===== src/rtl/tgct_ram.sv =====
// Generic single-port-write, single-port-read synchronous RAM.
`timescale 1ns / 1ps
`default_nettype none
module tgct_ram #(
  parameter int WIDTH = 1,
  parameter int DEPTH = 16
) (
  input  wire logic                     clk,
  input  wire logic                     we,
  input  wire logic [$clog2(DEPTH)-1:0] waddr,
  input  wire logic [WIDTH-1:0]         wdata,
  input  wire logic [$clog2(DEPTH)-1:0] raddr,
  output logic      [WIDTH-1:0]         rdata
);
  logic [WIDTH-1:0] mem [DEPTH];
  always_ff @(posedge clk) begin
    if (we) mem[waddr] <= wdata;
    rdata <= mem[raddr];
  end
endmodule
`default_nettype wire


===== config.mk =====
export PLATFORM = sky130hd
export DESIGN_NAME = tgct_ram
export DESIGN_NICKNAME = d
export VERILOG_FILES = /design/src/rtl/tgct_ram.sv
export SDC_FILE = /design/constraint.sdc
export NUM_CORES = 1
export LEC_CHECK = 0
export ABC_AREA = 1
export BUFFER_PORTS_ARGS = -buffer_cell sky130_fd_sc_hd__buf_2
export CAP_MARGIN = 10
export CORE_MARGIN = 3
export CORE_UTILIZATION = 41
export CTS_CLUSTER_SIZE = 20
export DETAILED_ROUTE_END_ITERATION = 8
export GPL_TIMING_DRIVEN = 0
export PLACE_DENSITY = 0.68
export SETUP_SLACK_MARGIN = 0.3
export SLEW_MARGIN = 20
export SYNTH_ARGS = -nofsm -noshare
export SYNTH_HDL_FRONTEND = slang
export SYNTH_SLANG_ARGS = --single-unit
export TNS_END_PERCENT = 50

===== constraint.sdc =====
create_clock -name clk -period 0.8 [get_ports clk]
set_input_delay 0.04 -clock clk [delete_from_list [all_inputs] [get_ports clk]]
set_output_delay 0.04 -clock clk [all_outputs]
set_load 0.1 [all_outputs]

Yosys cells after proc, flatten, opt, wreduce, memory -nomap -nowiden
Memory sizes are Yosys's and may differ from the RTL's. A register that Yosys moved wholly into a read port is not among the register bits.
Index checks and enable logic that the tools add are counted.
{"block": "word_totals", "output_inout_bits": 1, "regBits": 0, "mem_count": 1, "inputBits": 11, "ram_bits": 16}
{"memory": "mem", "words": 16, "word_bits": 1, "rd": 1, "rd_clocked_by_memory_dff": 1, "write_ports": 1, "line": "15", "source": "logic [WIDTH-1:0] mem [DEPTH];"}
{"block": "op_classes", "muxes": 2}
{"operator": "two-way mux 1 bit", "n": 2}

Longest topological paths before layout
{"block": "depth", "word_depth": 2, "mapped_depth": 8, "depth_no_buf": 7}

Least setup slack after synthesis
Ideal clock, no wire load.
{"block": "synth_timing", "path_type": "register to output", "start": "register rdata, read port of mem", "end": "output rdata", "path_stages_with_launch": 1, "path_slack_ps": -149, "n_path_buf": 0, "arrival_time_ps": 909, "t_required_ps": 760, "cell_sequence": "dfxtp_1"}
{"element": "start, declared", "line": "13", "source": "output logic [WIDTH-1:0] rdata"}
No word-level cell between the ends.

==> flow_results.org <==
** Status
- Outcome :: finished, violations left
- Failing checks :: negative setup slack

** Setup path
- Of all nets on the critical path, the largest fanout is 1.
- Number of cells traversed by the worst register-to-register path :: 6
- WP data arrival :: 1.03 ns
- Setup slack of the worst register-to-register path :: -0.06 ns
- In this run the worst setup path terminates at rdata$_DFF_P_.
- The worst setup path is captured at a flip-flop.
- R2R Path End :: rdata$_DFF_P_
- Crit path launch type :: flip-flop
- Critical setup path kind :: flip-flop to flip-flop
- The critical path starts at mem[1]$_DFFE_PP_.
- Data required, critical path :: 0.97 ns
- In this run the critical register-to-register path is launched from mem[1]$_DFFE_PP_.

** Yosys
- Mapped Cells :: 96
- In this run, synthesis produced a sequential element count of 17.
- Post-synthesis sequential area ratio :: 59.1%
- Multiplexer fraction of the synthesized cell area :: 0%
- Yosys printed 0 warnings.
- Summing the areas of all compound-gate instances in the mapped netlist gives 0% of the synthesized area.
- The synthesized netlist occupies a cell area of 847 sq um.
- Top cells by area, synth :: sky130_fd_sc_hd__edfxtp_1 (57%), sky130_fd_sc_hd__nand2_1 (11%), sky130_fd_sc_hd__inv_1 (8.4%)
- The largest total area in the synthesized netlist belongs to sky130_fd_sc_hd__edfxtp_1.
- Average cell area after synthesis :: 8.82 sq um
- The synthesized netlist devotes 0% of its cell area to adder and majority cells.
- Combinational family with the most area after synthesis :: simple AND/OR/NAND/NOR gates
- Post-synth top area share :: 56.7%
- Number of nets in the synthesized netlist :: 107
- Number of distinct library cells after synthesis :: 11
- Synthesized-area fraction occupied by xor and xnor cells :: 0%
- After Yosys synthesis, and, or, nand and nor cells account for 29.4% of the synthesized area.

** Final layout
- Total Nets Final :: 122
- Area growth from synthesis to final layout :: 39.6%
- Cells with a size suffix above 1 make up 38.2% of the layout.
- For this run, the number of standard cells in the final layout without fillers is 135.
- 0 antenna diodes ended up in the layout.

** CTS
- The longest clock path from root to sink contains 2 buffers.
- Clk slew on worst S/H paths :: 0.09 ns
- Clk root buf :: sky130_fd_sc_hd__clkbuf_4
- Clock insertion delay at the later pin of the skew report :: 0.27 ns
- For this design, the CTS-stage hold fixing added 0 buffers.
- After clock tree synthesis, the setup repair step added 0 buffers.
- For this design, the sink count on the clock tree is 17.
- TritonCTS built the clock tree.
- CTS HTree Levels :: 1
- Clock tree synthesis inserted a total of 3 buffers.

** Pwr
- Cell internal power was estimated by the tool at 0.00131 W.
- Of the total power, the clock network draws 23.5%.
- Maximum vdd ir drop :: 0.947 mV
- Summed over all nets, the switching power comes to 0.000448 W.
- Relative contribution of sequential cells to total power :: 57.1%
- Net switching is 25.5% of the power.
- Static leakage :: 0.492 nW
- Part of the total power dissipated in combinational logic :: 19.3%
- Power per unit of standard cell area :: 1490 nW/um^2

** STA
- Setup violations remaining at the end of the flow were counted as 2.
- The number of endpoints with negative hold slack in the final report came to 0.
- At the pin with the least slew margin, the transition time is 0.215 ns.
- Layout Skew :: 0.00773 ns
- After layout, the worst setup slack is -0.0552 ns.
- Min Clock Period, post-route :: 0.855 ns
- After routing, the total negative slack on setup checks comes to -0.0891 ns.
- The max-slew violation count was 0.
- Unrepaired setup endpoints after global routing :: yes
- Static timing analysis puts the maximum clock frequency at 1.17 GHz.
- After layout, the worst path uses 107% of the clock period.
- Worst slew margin :: 85.6%

** Global routing
- Global routing consumed, over all layers together, 11.6% of the routing resources.
- Pin count of the biggest net entering global routing :: 17
- The first global-routing pass estimated 2320 um of wire.
- Remaining Overflow, GRT :: 0
- The initial antenna violation count came to 0.
- Via count of the first global-routing pass :: 558

** Detailed routing
- Length of the first detailed-routing pass in iterations :: 4
- Number of remaining DRC errors :: 0
- After detailed routing, the number of vias per cell comes to 4.84.
- The detail route stage leaves a number of antenna-violating nets equal to 0.
- Iteration-0 DRC count of the detailed router :: 9
- Routed length per placed instance :: 9.88 um
- Total wire length :: 1330 um
- Detailed routing inserted a total of 653 vias.

** Die
- Initial Utilization :: 46.1%
- DIE AREA :: 2650 sq um
- Number of rows created at floorplan :: 15
- Measured along the x axis, the die boundary spans 51.5 um.
- IO Pins :: 12
- Core box area :: 1840 sq um
- From bottom edge to top edge, the die measures 51.5 um.

** Min path
- The path class of the tightest hold or removal check is input pin to flip-flop.

** Placement
- In this run, placement finished with an instance count of 131.
- Once detailed placement completed, the half-perimeter wirelength came to 1110 um.
- Routability-driven placement congestion ratio :: 0.740
- Port-buffer cells :: 10

** Flow run
- The tool flagged a number of max-cap violations equal to 0.
[layout make-up]
cell class                      instances  area, sq um
Fill cell                             155          657
Sequential cell                        17          502
Multi-Input combinational cell         57          390
Inverter                               21          135
Timing Repair Buffer                   10         86.3
Tap cell                               25         31.3
Clock buffer                            4         26.3
Buffer                                  1         11.3
[layout by cell type (no fill, tap or decap)]
cell type / count
sky130_fd_sc_hd__nor2_2: 2
sky130_fd_sc_hd__inv_1: 15
sky130_fd_sc_hd__edfxtp_1: 16
sky130_fd_sc_hd__nand2_8: 3
sky130_fd_sc_hd__dfxtp_2: 1
sky130_fd_sc_hd__nand2_1: 18
sky130_fd_sc_hd__nand2_4: 1
sky130_fd_sc_hd__nor3_2: 4
sky130_fd_sc_hd__clkbuf_4: 3
sky130_fd_sc_hd__nor3_4: 4
sky130_fd_sc_hd__buf_6: 4
sky130_fd_sc_hd__inv_8: 3
sky130_fd_sc_hd__nand2_2: 5
sky130_fd_sc_hd__nand3_2: 2
sky130_fd_sc_hd__nand3_1: 12
sky130_fd_sc_hd__buf_2: 5
sky130_fd_sc_hd__inv_6: 1
sky130_fd_sc_hd__inv_16: 1
sky130_fd_sc_hd__buf_4: 1
sky130_fd_sc_hd__nor2_1: 6
sky130_fd_sc_hd__buf_12: 1
sky130_fd_sc_hd__clkbuf_1: 1
sky130_fd_sc_hd__inv_12: 1
[worst max-delay path, cell delays in order, from the launching register on]
cell	delay (ns)
sky130_fd_sc_hd__edfxtp_1	0.37
sky130_fd_sc_hd__inv_1	0.06
sky130_fd_sc_hd__nand2_1	0.04
sky130_fd_sc_hd__nand3_1	0.08
sky130_fd_sc_hd__nand3_1	0.08
sky130_fd_sc_hd__nand3_1	0.07
sky130_fd_sc_hd__nand2_1	0.06
[per-stage QoR]
| stage | setup slack [ns] | hold slack (ns) | cell area (sq um) | power [W] | util [%] |
|---|---|---|---|---|---|
| detailed placement | -0.123 | 0.292 | 1050 | 0.00129 | 56.9 |
| finish | -0.0552 | 0.00778 | 1180 | 0.00176 | 64.3 |
| CTS | -0.0602 | 0.0123 | 1140 | 0.00175 | 61.9 |
| global placement | -0.122 | 0.285 | 1050 | 0.00129 | 56.9 |
| global route | -0.149 | 0.0124 | 1180 | 0.00185 | 64.3 |
| floorplan | 0.0141 | 0.139 | 966 | 0.00121 | - |
[metal layers]
metal | part of all wire, % | global-route usage (%) | wire length [um]
met5 | 0 | 0 | 0
met4 | 0 | 2.62 | 0
met3 | 5.6 | 2.62 | 75
met2 | 51 | 19.7 | 682
met1 | 43 | 15.1 | 576
[worst min path at each step]
| stage | start | to | slack (ns) | cells after the start |
|---|---|---|---|---|
| after detailed placement | raddr[3] | rdata$_DFF_P_ | 0.29 | 3 |
| after global routing | raddr[3] | rdata$_DFF_P_ | 0.01 | 3 |
| after global placement | raddr[3] | rdata$_DFF_P_ | 0.29 | 3 |
| final | raddr[3] | rdata$_DFF_P_ | 0.008 | 3 |
| after floorplan | wdata | mem[0]$_DFFE_PP_ | 0.14 | 0 |
| after CTS | raddr[3] | rdata$_DFF_P_ | 0.01 | 3 |
[power by group through the flow]
stage	sequential, W	clock [W]	combinational (W)
after global placement	0.00102	0	0.000270
final	0.00100	0.000413	0.000340
after floorplan	0.00106	0	0.000147
after global routing	0.00101	0.000478	0.000367
after CTS	0.00100	0.000427	0.000316
after detailed placement	0.00102	0	0.000273
[flip-flops by register name (all words and copies together) (netlist names)]
register,count
mem,16
rdata,1
[synthesized netlist by cell type]
master	instances
sky130_fd_sc_hd__buf_6	1
sky130_fd_sc_hd__dfxtp_1	1
sky130_fd_sc_hd__edfxtp_1	16
sky130_fd_sc_hd__inv_1	19
sky130_fd_sc_hd__inv_2	1
sky130_fd_sc_hd__inv_8	1
sky130_fd_sc_hd__nand2_1	24
sky130_fd_sc_hd__nand2_2	3
sky130_fd_sc_hd__nand3_1	14
sky130_fd_sc_hd__nor2_1	8
sky130_fd_sc_hd__nor3_1	8
[timing repair]
| item | CTS | global route |
|---|---|---|
| gates resized for setup | 16 | 9 |
| endpoints found under the setup margin | 18 | 8 |
| pin swaps | 9 | 7 |
| gates cloned | 0 | 0 |
[logic make-up (layout without fill, tap and decap cells)]
kind of cell,after synthesis,count (layout)
AND/OR/NAND/NOR,57,57
buffers and inverters,22,36
flip-flops,17,17
Power figures use the tool's default switching activity.
